### config.mk
export PLATFORM = sky130hd
export DESIGN_NAME = osd_alpha_blend_rgb15_rgb16_core
export DESIGN_NICKNAME = d
export VERILOG_FILES = /design/src/hdl/osdab_pkg.sv /design/src/hdl/osd_alpha_blend_rgb15_rgb16_core.sv /design/src/hdl/osdab_chan.sv /design/src/hdl/osdab_calc.sv
export SDC_FILE = /design/constraint.sdc
export NUM_CORES = 1
export LEC_CHECK = 0
export BUFFER_PORTS_ARGS = -buffer_cell sky130_fd_sc_hd__buf_2
export CORE_ASPECT_RATIO = 1.2
export CORE_UTILIZATION = 55
export CTS_CLUSTER_DIAMETER = 150
export DETAILED_ROUTE_END_ITERATION = 10
export MAX_ROUTING_LAYER = met4
export PLACE_DENSITY = 0.85
export SETUP_SLACK_MARGIN = 0.1
export SLEW_MARGIN = 20
export SYNTH_ARGS = -nofsm -noshare
export SYNTH_HDL_FRONTEND = slang
export SYNTH_SLANG_ARGS = --single-unit
export TNS_END_PERCENT = 50
### constraint.sdc
create_clock -name clk -period 18.3 [get_ports clk]
set_input_delay 1.83 -clock clk [delete_from_list [all_inputs] [get_ports clk]]
set_output_delay 1.83 -clock clk [all_outputs]
set_load 0.02 [all_outputs]
### src/hdl/osdab_pkg.sv
`timescale 1ns / 1ps

package osdab_pkg;

  localparam int unsigned PixelWidth = 16;
  localparam int unsigned ByteWidth  = 8;
  localparam int unsigned ChanWidth  = 6;

  localparam logic [ChanWidth-1:0] CH5_MAX = 6'h1F;
  localparam logic [ChanWidth-1:0] CH6_MAX = 6'h3F;

  typedef logic [PixelWidth-1:0] pixel_t;
  typedef logic [ByteWidth-1:0]  byte_t;
  typedef logic [ChanWidth-1:0]  chan_t;

  typedef enum logic {
    REG_PIXEL_FORMAT = 1'b0,
    REG_FAST_MODE    = 1'b1
  } reg_index_t;

  typedef enum logic {
    FMT_RGB555 = 1'b0,
    FMT_RGB565 = 1'b1
  } pixel_format_t;

  typedef struct packed {
    pixel_format_t pixel_format;
    logic          fast_mode;
  } blend_cfg_t;

  typedef struct packed {
    pixel_t background_pixel;
    byte_t  osd_value;
    byte_t  alpha_weight;
    logic   end_of_region;
  } blend_req_t;

endpackage

### src/hdl/osd_alpha_blend_rgb15_rgb16_core.sv
`timescale 1ns / 1ps

// Channel   Valid           Stall           Payload
// pixel     pixel_valid     pixel_stall     background_pixel, osd_value, alpha_weight,
//                                           end_of_region
// result    result_valid    result_stall    blended_pixel, last_pixel
// config    cfg_write       (none)          cfg_index, cfg_data
//
// One pixel request is accepted per cycle while pixel_stall is low; each one passes
// through an input register and a result register with three 6x8 multipliers between.
// Reset clears both valid flags and sets the format to 5:6:5 with fast mode off.
// A stall on the result side holds a full result register and, if the input register is
// also full, stalls the pixel side in the same cycle.

module osd_alpha_blend_rgb15_rgb16_core (
  input  logic             clk,
  input  logic             rst,
  input  logic             pixel_valid,
  output logic             pixel_stall,
  input  osdab_pkg::pixel_t background_pixel,
  input  osdab_pkg::byte_t  osd_value,
  input  osdab_pkg::byte_t  alpha_weight,
  input  logic             end_of_region,
  output logic             result_valid,
  input  logic             result_stall,
  output osdab_pkg::pixel_t blended_pixel,
  output logic             last_pixel,
  input  logic             cfg_write,
  input  logic             cfg_index,
  input  logic             cfg_data
);
  import osdab_pkg::*;

  blend_cfg_t cfg;
  blend_req_t req;
  logic       req_valid;
  logic       result_load;
  pixel_t     blended_next;

  assign result_load = !result_valid || !result_stall;
  assign pixel_stall = req_valid && !result_load;

  always_ff @(posedge clk) begin
    if (rst) begin
      cfg.pixel_format <= FMT_RGB565;
      cfg.fast_mode    <= 1'b0;
    end else if (cfg_write) begin
      case (reg_index_t'(cfg_index))
        REG_PIXEL_FORMAT: cfg.pixel_format <= pixel_format_t'(cfg_data);
        REG_FAST_MODE:    cfg.fast_mode    <= cfg_data;
        default:          cfg              <= cfg;
      endcase
    end
  end

  always_ff @(posedge clk) begin
    if (rst) begin
      req_valid <= 1'b0;
    end else if (!pixel_stall) begin
      req_valid <= pixel_valid;
    end
  end

  always_ff @(posedge clk) begin
    if (pixel_valid && !pixel_stall) begin
      req.background_pixel <= background_pixel;
      req.osd_value        <= osd_value;
      req.alpha_weight     <= alpha_weight;
      req.end_of_region    <= end_of_region;
    end
  end

  osdab_calc u_calc (
    .cfg     (cfg),
    .req     (req),
    .blended (blended_next)
  );

  always_ff @(posedge clk) begin
    if (rst) begin
      result_valid <= 1'b0;
    end else if (result_load) begin
      result_valid <= req_valid;
    end
  end

  always_ff @(posedge clk) begin
    if (result_load && req_valid) begin
      blended_pixel <= blended_next;
      last_pixel    <= req.end_of_region;
    end
  end

endmodule

### src/hdl/osdab_chan.sv
`timescale 1ns / 1ps

module osdab_chan (
  input  osdab_pkg::chan_t chan,
  input  logic             wide,
  input  osdab_pkg::byte_t weight,
  input  osdab_pkg::byte_t osd_value,
  output osdab_pkg::chan_t result
);
  import osdab_pkg::*;

  logic [13:0] product;
  logic [8:0]  scaled;
  logic [9:0]  sum;
  logic [7:0]  narrowed;
  chan_t       limit;

  always_comb begin
    product  = 14'(chan) * 14'(weight);
    scaled   = wide ? {1'b0, product[13:6]} : product[13:5];
    sum      = 10'(scaled) + 10'(osd_value);
    narrowed = wide ? sum[9:2] : {1'b0, sum[9:3]};
    limit    = wide ? CH6_MAX : CH5_MAX;
    result   = (narrowed > 8'(limit)) ? limit : narrowed[ChanWidth-1:0];
  end

endmodule

### src/hdl/osdab_calc.sv
`timescale 1ns / 1ps

module osdab_calc (
  input  osdab_pkg::blend_cfg_t cfg,
  input  osdab_pkg::blend_req_t req,
  output osdab_pkg::pixel_t     blended
);
  import osdab_pkg::*;

  logic  wide;
  chan_t red_in;
  chan_t green_in;
  chan_t blue_in;
  chan_t red_out;
  chan_t green_out;
  chan_t blue_out;
  logic [4:0] grey5;
  pixel_t pix;

  assign pix      = req.background_pixel;
  assign wide     = (cfg.pixel_format == FMT_RGB565);
  assign red_in   = {1'b0, pix[4:0]};
  assign green_in = wide ? pix[10:5] : {1'b0, pix[9:5]};
  assign blue_in  = wide ? {1'b0, pix[15:11]} : {1'b0, pix[14:10]};
  assign grey5    = req.osd_value[7:3];

  osdab_chan u_red (
    .chan      (red_in),
    .wide      (1'b0),
    .weight    (req.alpha_weight),
    .osd_value (req.osd_value),
    .result    (red_out)
  );

  osdab_chan u_green (
    .chan      (green_in),
    .wide      (wide),
    .weight    (req.alpha_weight),
    .osd_value (req.osd_value),
    .result    (green_out)
  );

  osdab_chan u_blue (
    .chan      (blue_in),
    .wide      (1'b0),
    .weight    (req.alpha_weight),
    .osd_value (req.osd_value),
    .result    (blue_out)
  );

  always_comb begin
    if (req.alpha_weight == '0) begin
      blended = pix;
    end else if (cfg.fast_mode) begin
      if (wide) begin
        blended = {grey5, req.osd_value[7:2], grey5};
      end else begin
        blended = {1'b0, grey5, grey5, grey5};
      end
    end else if (wide) begin
      blended = {blue_out[4:0], green_out, red_out[4:0]};
    end else begin
      blended = {1'b0, blue_out[4:0], green_out[4:0], red_out[4:0]};
    end
  end

endmodule
=== Word level (Yosys, flattened, before mapping) ===
Cells that the tools add are included.

* Output and inout port bits: 19
* Logic and storage cells: 43
* Input bits: 40
* Bits in registers: 54

* Multiplexer cells: 12
* Multipliers: 3
* Reductions and logical operators: 11
* Magnitude comparators: 3
* $add $sub $neg: 3
* Bitwise operators: 1

{| class="wikitable"
|+ Operator list
! cell !! number
|-
| $mux W16 || 4
|-
| $mul A6 B8 Y14 || 2
|-
| $add A9 B8 Y10 || 2
|-
| $mux W6 || 3
|-
| $mux W5 || 3
|-
| $mul A5 B8 Y13 || 1
|-
| $add A8 B8 Y9 || 1
|-
| $mux W9 || 1
|-
| $gt A8 B6 Y1 || 1
|-
| $logic_not A8 Y1 || 1
|-
| $mux W8 || 1
|-
| $gt A7 B5 Y1 const B || 1
|-
| $gt A6 B5 Y1 const B || 1
|-
| $logic_not A1 Y1 || 4
|-
| $reduce_and A2 Y1 || 2
|-
| $logic_and A1 B1 Y1 || 3
|-
| $logic_or A1 B1 Y1 || 1
|-
| $not A1 Y1 || 1
|}

=== Depth between registers and ports, before layout ===
Gate-level depths: netlist of run 1.

* Word-level depth: 10
* Mapped depth: 27
* Gate-level depth less buffers: 25

=== Hierarchy ===
From an unflattened synthesis of run 1, not the netlist that was laid out.

* Cell total of the unflattened synthesis: 903
* Area total of the unflattened synthesis: 8,358.0 sq um

{| class="wikitable"
|+ By module, submodules not included
! module !! sequential area each (sq um) !! area each (sq um) !! instances !! cells an instance
|-
| osdab_chan at u_calc.u_blue || 0.0 || 2,110.8 || 1 || 270
|-
| osdab_chan at u_calc.u_red || 0.0 || 2,009.4 || 1 || 258
|-
| osdab_chan at u_calc.u_green || 0.0 || 1,954.4 || 1 || 242
|-
| osd_alpha_blend_rgb15_rgb16_core || 1,581.5 || 1,666.6 || 1 || 69
|-
| osdab_calc || 0.0 || 616.8 || 1 || 64
|}

=== Least setup slack after synthesis of run 1 ===
No wires, ideal clock.

* Path kind: register to register
* Start point: register, netlist name cfg[1]
* End point: register blended_pixel[7] (data pin)
* Stages on the path, launching flop included: 26
* Required time: 18.044 ns
* Slack: 11.549 ns
* Library setup time: 0.256 ns
* Arrival time: 6.495 ns
* Period minus slack after synthesis: 6.751 ns
* Path buffers: 4
* Cells stage by stage: dfxtp_1 > buf_2 > buf_1 > clkbuf_1 > buf_1 > nand3_1 > fa_1 > fa_1 > fa_1 > inv_1 > ha_1 > inv_1 > o31a_1 > nor2b_1 > nor3_1 > a21o_1 > a221oi_1 > ha_1 > and3b_1 > a31oi_1 > nand3_1 > o211ai_4 > a21oi_4 > a311o_1 > a211o_1 > a22o_1

* Cells in the longest elaborated chain, start to end: 10
* Elaborated cells on any way between the ends: 12
* Those cells by class: add/sub (1); mul (1); order compare (1); mux (9)

{| class="wikitable"
|+ RTL lines
! what !! RTL line !! text
|-
| $mux W6 || osdab_calc.sv:23 || <nowiki>assign green_in = wide ? pix[10:5] : {1'b0, pix[9:5]};</nowiki>
|-
| $mul A6 B8 Y14 || osdab_chan.sv:19 || <nowiki>product = 14'(chan) * 14'(weight);</nowiki>
|-
| $mux W9 || osdab_chan.sv:20 || <nowiki>scaled = wide ? {1'b0, product[13:6]} : product[13:5];</nowiki>
|-
| $add A9 B8 Y10 || osdab_chan.sv:21 || <nowiki>sum = 10'(scaled) + 10'(osd_value);</nowiki>
|-
| $mux W8 || osdab_chan.sv:22 || <nowiki>narrowed = wide ? sum[9:2] : {1'b0, sum[9:3]};</nowiki>
|-
| $gt A8 B6 Y1 || osdab_chan.sv:24 || <nowiki>result = (narrowed > 8'(limit)) ? limit : narrowed[ChanWidth-1:0];</nowiki>
|-
| $mux W6 || osdab_chan.sv:24 ||
|-
| $mux W16 || osdab_calc.sv:60 || <nowiki>end else if (wide) begin</nowiki>
|-
| $mux W16 * || osdab_calc.sv:54 || <nowiki>end else if (cfg.fast_mode) begin</nowiki>
|-
| $mux W16 * || osdab_calc.sv:52 || <nowiki>if (req.alpha_weight == '0) begin</nowiki>
|-
| named net blended_next[7] || osd_alpha_blend_rgb15_rgb16_core.sv:38 || <nowiki>pixel_t blended_next;</nowiki>
|-
| end signal, assigned || osd_alpha_blend_rgb15_rgb16_core.sv:89 || <nowiki>blended_pixel <= blended_next;</nowiki>
|-
| end, declared || osd_alpha_blend_rgb15_rgb16_core.sv:26 || <nowiki>output osdab_pkg::pixel_t blended_pixel,</nowiki>
|}

Mark *: on every way through the listed nets, which the timed path passes. The rest lies on a longest branch.
A chain may end at the register's enable or synchronous reset.

=== Worst setup path after layout of run 1 ===
* Start point: register, netlist name cfg[1]
* End point: register blended_pixel[7] (data pin)

* Cells in the longest elaborated chain, start to end: 10
* Elaborated cells on any way between the ends: 12
* Those cells by class: add/sub (1); mul (1); order compare (1); mux (9)

{| class="wikitable"
|+ RTL lines
! what !! RTL line
|-
| $mux W6 || osdab_calc.sv:23
|-
| $mul A6 B8 Y14 || osdab_chan.sv:19
|-
| $mux W9 || osdab_chan.sv:20
|-
| $add A9 B8 Y10 || osdab_chan.sv:21
|-
| $mux W8 || osdab_chan.sv:22
|-
| $gt A8 B6 Y1 || osdab_chan.sv:24
|-
| $mux W6 || osdab_chan.sv:24
|-
| $mux W16 || osdab_calc.sv:60
|-
| $mux W16 * || osdab_calc.sv:54
|-
| $mux W16 * || osdab_calc.sv:52
|-
| named net blended_next[7] || osd_alpha_blend_rgb15_rgb16_core.sv:38
|}

Marked as above.

==> results of run 1 <==
[layout make-up]
cell class	instances	area (µm²)	area share, %
Clock buffer	5	125	1.68
Clock inverter	3	47.5	0.638
Inverter	91	342	4.58
Multi-Input combinational cell	579	4860	65.2
Sequential cell	54	1580	21.2
Tap cell	161	201	2.70
Timing Repair Buffer	59	298	3.99
[report_power, final]
part	total [mW]	switching, mW	internal (mW)
Combinational	0.563	0.315	0.248
Clock	0.115	0.0497	0.0655
Sequential	0.182	0.0164	0.166
Total	0.861	0.381	0.480
[worst max path at each step]
stage	from	to	slack [ps]	depth (start not counted)
finish	cfg[1]	blended_pixel[7]	11600	22
global route	cfg[1]	blended_pixel[7]	11150	22
CTS	cfg[1]	blended_pixel[7]	11620	22
detailed placement	cfg[1]	blended_pixel[7]	11650	22
global placement	cfg[1]	blended_pixel[7]	11820	22
floorplan	cfg[1]	blended_pixel[7]	11550	25
[layout by cell type (no fill, tap or decap), drive strengths merged, types with 14 or more instances in the layout]
cell type / netlist / final
nor2b: 14 / 14
xnor2: 14 / 14
edfxtp: 50 / 50
and2: 62 / 62
fa: 58 / 58
buf: 5 / 59
nand2: 80 / 80
nor3: 15 / 15
ha: 81 / 81
o21ai: 37 / 37
a21oi: 31 / 31
inv: 91 / 92
nor2: 34 / 34
nand3: 17 / 17
[kinds of logic (layout without fill, tap and decap cells)]
family          Yosys count  after routing  share of synthesized area [%]
mux                      16             16                           2.59
flops                    54             54                           23.0
xor+xnor                 23             23                           2.93
compound gates          139            139                           13.8
simple gates            262            262                           19.6
buf+inv                 117            158                           6.41
fa+ha+maj               139            139                           31.7
[per-stage QoR]
stage	area (µm²)	power, mW	std cells
final	7450	0.861	952
after global routing	7450	0.938	952
after CTS	7450	0.859	952
after detailed placement	7280	0.741	944
after global placement	7280	0.725	944
after floorplan	6870	0.629	750
[registers in the layout, summed over array words and instances (netlist names)]
name and flops:
last_pixel 1, result_valid 1, cfg 2, req_valid 1, blended_pixel 16, req 33
[worst max-delay path, stage by stage (launching register included)]
cell	delay, ps
dfxtp_2	320
buf_4	480
nand3_1	200
fa_1	540
fa_1	510
fa_1	550
inv_1	40
ha_1	320
inv_1	70
o31a_1	390
nor2b_1	230
nor3_1	90
a21o_1	170
a221oi_1	240
ha_1	310
and3b_1	220
a31oi_1	180
nand3_1	240
o211ai_4	330
a21oi_4	120
a311o_1	450
a211o_1	250
a22o_1	180
[metal layers]
metal	GRT usage (%)	vias to the layer above
met5	-	-
met4	10.1	0
met3	3.92	38
met2	44.9	146
met1	28.9	2699
li1	-	2656
==> results.sh, run 1 <==
export IMPL_status="finished clean"
export IMPL_cp_required_ps=18370
export IMPL_relSlewSlack_pct=27.2
export IMPL_critPathKind="register to register"
export IMPL_cts_resized_gates=0
export IMPL_dp_slack_ps=11650
export IMPL_die_area_um2=12900
export IMPL_synth_area_leaders="edfxtp_1, fa_1, ha_1, and2_1, inv_1"
export IMPL_grt_usage_pct=25.5
export IMPL_avgSynthCellArea_um2=9.16
export IMPL_row_count=44
export IMPL_syn_nets=929
export IMPL_fillers=1046
export IMPL_clock_skew_ps=12.8
export IMPL_num_vias=5539
export IMPL_cp_start_kind="register"
export IMPL_drv_slew=0
export IMPL_drt_total_wl_um=15400
export IMPL_path_clk_slew_ps=80
export IMPL_dpl_hpwl_um=11900
export IMPL_fin_setup_tns_ps=0
export IMPL_worstHoldEndpoint="last_pixel"
export IMPL_diodes=0
export IMPL_ys_top_cells_by_count="inv_1, ha_1, nand2_1"
export IMPL_irDropWorstVdd_v=0.0000681
export IMPL_p_leak_nw=3.47
export IMPL_reg2reg_slack_ps=11600
export IMPL_fmax_ghz=0.149
export IMPL_drive_gt1_share_pct=11.0
export IMPL_drc=0
export IMPL_grt_pass1_wl_um=25600
export IMPL_hp_class="register to register"
export IMPL_yosysSeqAreaShare_pct=23.0
export IMPL_utilization_pct=61.5
export IMPL_worst_pin_slew_ps=1090
export IMPL_dr_wl_met3_um=772
export IMPL_antenna_found_initial=0
export IMPL_crit_path_max_fanout=56
export IMPL_hold_slack_ps=425
export IMPL_wl_met2_um=7960
export IMPL_synthArstFlopShare_pct=0
export IMPL_nNetsFinal=969
export IMPL_initial_utilization_pct=56.7
export IMPL_r2r_end="blended_pixel[7]"
export IMPL_reg2reg_depth=22
export IMPL_cts_sinks=54
export IMPL_top_level_ports=59
export IMPL_setup_viol=0
export IMPL_hold_buffers=0
export IMPL_finalWeightedCongestion=0.900
export IMPL_drv_cap=0
export IMPL_clock_path_buffers=2
export IMPL_firstDrtPassIters=5
export IMPL_core_um2=12100
export IMPL_drt_iter0_drc=196
export IMPL_crit_arrival_ps=6770
export IMPL_period_needed_ps=6700
export IMPL_numCtsBuffers=5
export IMPL_grt_overflow_total=0
export IMPL_cts_tree="yes"
export IMPL_grt_max_degree=57
export IMPL_root_buffer="clkbuf_16"
export IMPL_synth_most_common_cell="inv_1"
export IMPL_power_density_nw_per_um2=115
export IMPL_yosysUniqueCellTypes=61
export IMPL_synthCells=750
export IMPL_synth_seq_cells=54
export IMPL_hold_viol_final=0
export IMPL_min_from="req[0]"
export IMPL_synth_edf_count=50
export IMPL_portBuffers=58
export IMPL_wl_per_cell_um=16.2
export IMPL_crit_path_end_kind="register"
export IMPL_h_tree_depth=2
export IMPL_synth_main_ff_cell="edfxtp_1"
export IMPL_min_period_over_period_pct=36.6
export IMPL_routed_top_layer="met4"
export IMPL_synth_cell_area_um2=6870
export IMPL_grt_setup_unrepaired="false"
export IMPL_finalWorstSetupSlack_ps=11600
export IMPL_die_w_um=104
export IMPL_netlist_area_leader_share_pct=21.9
export IMPL_insertion_delay_ps=310
export IMPL_wl_met1_um=6250
export IMPL_avgViaCountPerCell=5.82
export IMPL_die_height_um=124
export IMPL_yosys_warnings=0
export IMPL_antenna_left=0
export IMPL_r2r_start="cfg[1]"
export IMPL_cts_setup_buffers=0
export IMPL_min_path_cells=0
export IMPL_first_global_vias=5581
export IMPL_yosys_area_top_type="edfxtp_1"
export IMPL_syn_to_final_growth_pct=8.52
Note: power is estimated with default switching activity, not from simulation.
==> inputs of run 2 (changes only) <==
clock period = 6.3 ns   (was 18.3 ns; I/O delays follow)
==> run 2 against run 1 <==
  * Final cell count increased by 4.5%
  * Via count rose by 5.8%
  * Count of clock-buffer cells in the layout rose by 1
  * Core utilization grew 3.7 points
  * Sequential power increased to 2.8 times the previous value
  * Clock power rose to 2.6 times the previous value
  * First-iteration DRC count increased by 60%
  * Critical path depth rose by 1
  * Fmax grew 12%
  * Global-route usage grew 1.0 points
  * Clock skew is 1.1 ps higher
  * Highest routed layer unchanged
==> results.sh, run 2 (synthesis gave the netlist of run 1 again) <==
export IMPL_status="finished clean"
export IMPL_power_density_nw_per_um2=334
export IMPL_first_global_vias=5760
export IMPL_cp_required_ps=6370
export IMPL_antenna_found_initial=0
export IMPL_wl_per_cell_um=17.0
export IMPL_avgViaCountPerCell=5.89
export IMPL_diodes=0
export IMPL_insertion_delay_ps=310
export IMPL_min_path_cells=0
export IMPL_drv_slew=0
export IMPL_fmax_ghz=0.167
export IMPL_grt_max_degree=34
export IMPL_r2r_end="blended_pixel[14]"
export IMPL_initial_utilization_pct=56.7
export IMPL_critPathKind="register to register"
export IMPL_worst_pin_slew_ps=1040
export IMPL_drt_iter0_drc=313
export IMPL_drc=0
export IMPL_die_w_um=104
export IMPL_utilization_pct=65.2
export IMPL_dp_slack_ps=64.6
export IMPL_finalWorstSetupSlack_ps=324
export IMPL_syn_to_final_growth_pct=15.0
export IMPL_largest_reg_flops=33
export IMPL_final_cell_mix="inv_1, nand2_1, ha_1"
export IMPL_grt_overflow_total=0
export IMPL_grt_usage_pct=26.5
export IMPL_cts_tree="yes"
export IMPL_worstHoldEndpoint="last_pixel"
export IMPL_h_tree_depth=2
export IMPL_reg2reg_slack_ps=320
export IMPL_top_level_ports=59
export IMPL_grt_setup_unrepaired="true"
export IMPL_fillers=947
export IMPL_final_common_cell="inv_1"
export IMPL_largestRegisters="req (33), blended_pixel (16), cfg (2)"
export IMPL_hold_viol_final=0
export IMPL_grt_pass1_wl_um=26600
export IMPL_setup_viol=0
export IMPL_r2r_start="req[31]"
export IMPL_drt_total_wl_um=16900
export IMPL_total_power_mw=2.64
export IMPL_min_period_over_period_pct=94.9
export IMPL_core_um2=12100
export IMPL_crit_path_end_kind="register"
export IMPL_finalWeightedCongestion=0.908
export IMPL_crit_path_max_fanout=6
export IMPL_drv_cap=0
export IMPL_clock_skew_ps=13.9
export IMPL_antenna_left=0
export IMPL_reg2reg_depth=23
export IMPL_die_area_um2=12900
export IMPL_regMostFlops="req"
export IMPL_firstDrtPassIters=5
export IMPL_period_needed_ps=5980
export IMPL_path_clk_slew_ps=80
export IMPL_root_buffer="clkbuf_16"
export IMPL_cts_sinks=54
export IMPL_portBuffers=58
export IMPL_nNetsFinal=1012
export IMPL_cp_start_kind="register"
export IMPL_numCtsBuffers=5
export IMPL_die_height_um=124
export IMPL_num_vias=5861
export IMPL_crit_arrival_ps=6050
export IMPL_drive_gt1_share_pct=18.1
export IMPL_min_from="req[0]"
export IMPL_relSlewSlack_pct=30.3
export IMPL_irDropWorstVdd_v=0.000182
export IMPL_p_leak_nw=3.71
export IMPL_hp_class="register to register"
export IMPL_row_count=44
export IMPL_dpl_hpwl_um=12900
export IMPL_hold_slack_ps=425
export IMPL_clock_path_buffers=2
export IMPL_fin_setup_tns_ps=0
run 2: changes by cell type in the layout (fill, tap and decap cells not counted), moves of 3 or more:
cell    before  now
buf_4        1   44
ha_1        81   78
mux2_2       8    5
mux2_4       0    3
run 2: per-stage QoR:
| stage | cell area (µm²) | instances |
|---|---|---|
| finish | 7900 | 995 |
| global route | 7900 | 995 |
| CTS | 7640 | 975 |
| detailed placement | 7450 | 967 |
| global placement | 7450 | 967 |
| floorplan | 6880 | 750 |
run 2: what timing repair did:
item,in CTS,in global routing
hold buffers,0,0
pin swaps,0,12
setup endpoints to repair,5,15
buffers inserted,0,20
resized for setup,4,26
run 2: how the worst max path moves through the flow:
stage / from / endpoint / slack (ps) / cells after the start
floorplan: cfg[1] / blended_pixel[7] / 120 / 25
global placement: cfg[1] / blended_pixel[14] / 230 / 24
global route: req[31] / blended_pixel[14] / 60 / 23
detailed placement: cfg[1] / blended_pixel[14] / 60 / 24
CTS: cfg[1] / blended_pixel[14] / 110 / 24
finish: req[31] / blended_pixel[14] / 320 / 23
run 2: per-layer routing:
metal  part of all wire, %  GRT usage (%)  up-vias
met5                     0              -        -
met4                   4.4           14.6        0
met3                   4.7           3.66       65
met2                    53           46.4      197
met1                    38           29.0     2857
li1                      -              -     2742
run 2: cell type report:
type / instances / area, µm² / area share (%)
clock inverters: 2 / 16.3 / 0.206
flip-flops and latches: 54 / 1590 / 20.1
repair buffers: 102 / 621 / 7.85
multi-input cells: 579 / 5000 / 63.3
well taps: 161 / 201 / 2.55
inverters: 91 / 342 / 4.32
clock buffers: 6 / 139 / 1.76
run 2: power by group:
group          internal (mW)  total, mW  leakage, nW  switching [mW]
combinational          0.828       1.82         3.12           0.991
sequential             0.482      0.517        0.511          0.0357
clock                  0.160      0.304       0.0735           0.143
total                   1.47       2.64         3.71            1.17
run 2: worst max-delay path: stages (launching register included):
cell	delay, ps
edfxtp_1	480
mux2_4	340
and2_1	190
fa_2	470
fa_1	540
inv_1	50
fa_1	540
inv_1	80
ha_4	170
or3_4	340
a2111oi_4	420
nor4b_4	80
o21a_1	220
o21a_1	180
nor2_1	110
ha_1	290
inv_2	100
nor2_1	50
o21ai_1	130
nand3_1	90
a41o_1	230
or3_4	390
a22oi_1	160
o21ai_1	90
==> inputs of run 3 (changes only) <==
BUFFER_PORTS_ARGS = unset   (was -buffer_cell sky130_fd_sc_hd__buf_2)
DONT_BUFFER_PORTS = 1   (was unset)
PLACE_DENSITY = 0.81   (was 0.85)
==> run 3 against run 2 <==
  * Worst setup slack got worse by 54 ps
  * Sequential share of layout area up 0.73 points
  * Count of clock-buffer cells in the layout down 1
  * Highest routed layer unchanged
  * Final cell count is 5.6% lower
  * Power decreased by 0.58%
==> results.sh, run 3 (synthesis gave the netlist of run 1 again) <==
export IMPL_dpl_hpwl_um=12900
export IMPL_grt_setup_unrepaired="true"
export IMPL_hold_slack_ps=372
export IMPL_finalWorstSetupSlack_ps=270
export IMPL_clock_path_buffers=2
export IMPL_status="finished clean"
export IMPL_antenna_left=0
export IMPL_avgViaCountPerCell=5.97
export IMPL_antenna_found_initial=0
export IMPL_dp_slack_ps=-10.1
export IMPL_relSlewSlack_pct=31.0
export IMPL_path_clk_slew_ps=80
export IMPL_hold_viol_final=0
export IMPL_h_tree_depth=2
export IMPL_root_buffer="clkbuf_16"
export IMPL_cts_sinks=54
export IMPL_num_vias=5604
export IMPL_cp_required_ps=6360
export IMPL_drt_iter0_drc=286
export IMPL_crit_path_end_kind="register"
export IMPL_postLayoutCellArea_um2=7630
export IMPL_irDropWorstVdd_v=0.000250
export IMPL_wl_per_cell_um=17.9
export IMPL_crit_arrival_ps=6090
export IMPL_p_leak_nw=3.49
export IMPL_drv_cap=0
export IMPL_critPathKind="register to register"
export IMPL_largestRegisters="req (33), blended_pixel (16), cfg (2)"
export IMPL_hp_class="input port to register"
export IMPL_grt_overflow_total=0
export IMPL_die_area_um2=12900
export IMPL_grt_usage_pct=26.6
export IMPL_crit_path_max_fanout=7
export IMPL_die_height_um=124
export IMPL_final_common_cell="inv_1"
export IMPL_drv_slew=0
export IMPL_setup_viol=0
export IMPL_drt_total_wl_um=16800
export IMPL_regMostFlops="req"
export IMPL_firstDrtPassIters=5
export IMPL_syn_to_final_growth_pct=11.0
export IMPL_hold_buffers=0
export IMPL_first_global_vias=5644
export IMPL_fmax_ghz=0.166
export IMPL_largest_reg_flops=33
export IMPL_initial_utilization_pct=56.7
export IMPL_grt_pass1_wl_um=26500
export IMPL_top_level_ports=59
export IMPL_placed_cell_area_um2=7150
export IMPL_final_cell_mix="inv_1, nand2_1, ha_1"
export IMPL_die_w_um=104
export IMPL_drc=0
export IMPL_period_needed_ps=6030
export IMPL_fillers=954
export IMPL_worst_pin_slew_ps=1030
export IMPL_cts_tree="yes"
export IMPL_min_period_over_period_pct=95.7
export IMPL_cp_start_kind="register"
export IMPL_insertion_delay_ps=320
export IMPL_portBuffers=0
export IMPL_core_um2=12100
export IMPL_diodes=0
export IMPL_row_count=44
export IMPL_grt_max_degree=40
export IMPL_clock_skew_ps=9.30
export IMPL_drive_gt1_share_pct=12.1
export IMPL_finalWeightedCongestion=0.939
export IMPL_numCtsBuffers=5
export IMPL_power_density_nw_per_um2=344
export IMPL_nNetsFinal=956
[run 3: changes by cell type in the layout (fill, tap and decap cells not counted), sizes merged]
cell | previous run | this run
clkinv | 0 | 3
clkinvlp | 1 | 0
buf | 102 | 46
clkbuf | 6 | 5
inv | 92 | 91
[run 3: final cells by class]
| cell class | instances | area, µm² | area share [%] |
|---|---|---|---|
| Tap cell | 161 | 201 | 2.64 |
| Inverter | 91 | 342 | 4.48 |
| Clock inverter | 3 | 21.3 | 0.279 |
| Timing Repair Buffer | 46 | 353 | 4.63 |
| Multi-Input combinational cell | 579 | 5000 | 65.5 |
| Clock buffer | 5 | 125 | 1.64 |
| Sequential cell | 54 | 1590 | 20.8 |
[run 3: stage by stage]
step / utilization (%) / std cells / total power [mW] / TNS, ps
CTS: 60.5 / 919 / 2.46 / 0
finish: 63.0 / 939 / 2.62 / 0
floorplan: - / 750 / 1.83 / 0
detailed placement: 59.0 / 907 / 2.16 / -10.1
global placement: 59.0 / 907 / 2.08 / 0
global route: 63.0 / 939 / 2.82 / -248
[run 3: final timing paths]
kind / from / to / slack, ps / cells after the start
worst min-delay path: rst / req_valid / 370 / 1
worst min register to register: req[0] / last_pixel / 430 / 0
worst max-delay path: req[31] / blended_pixel[13] / 270 / 23
worst max register to register: req[31] / blended_pixel[13] / 270 / 23
[run 3: per-layer routing]
| metal | track usage [%] | wire length, µm | vias up |
|---|---|---|---|
| met2 | 46.6 | 8800 | 173 |
| met4 | 14.5 | 809 | 0 |
| met5 | - | 0 | - |
| li1 | - | - | 2636 |
| met3 | 3.72 | 774 | 52 |
| met1 | 29.1 | 6390 | 2743 |
[run 3: what timing repair did]
| item | in CTS | in global routing |
|---|---|---|
| pin swaps | 2 | 12 |
| resized for setup | 1 | 32 |
| setup buffers | 4 | 20 |
| endpoints found under the setup margin | 6 | 16 |
| cloned | 0 | 0 |
| hold endpoints to repair | 0 | 0 |
[run 3: power breakdown]
group | internal [mW] | switching (mW) | leakage, nW
Clock | 0.148 | 0.143 | 0.0714
Combinational | 0.812 | 0.956 | 2.91
Sequential | 0.485 | 0.0819 | 0.511
Total | 1.44 | 1.18 | 3.49
[run 3: worst max-delay path: stages (launching register included)]
cell and delay [ps]:
edfxtp_1 460, mux2_4 340, and2_1 180, fa_1 500, fa_1 540, inv_1 50
fa_1 530, inv_1 40, ha_1 290, nand2_1 110, nor4_4 340, a2111oi_4 90
nor4b_2 330, o21a_1 220, nor2_1 70, ha_1 300, a21oi_1 160, nor2_1 50
o21ai_0 180, nand3_1 100, a41o_1 230, or3_4 400, a31oi_2 150, o21ai_1 100
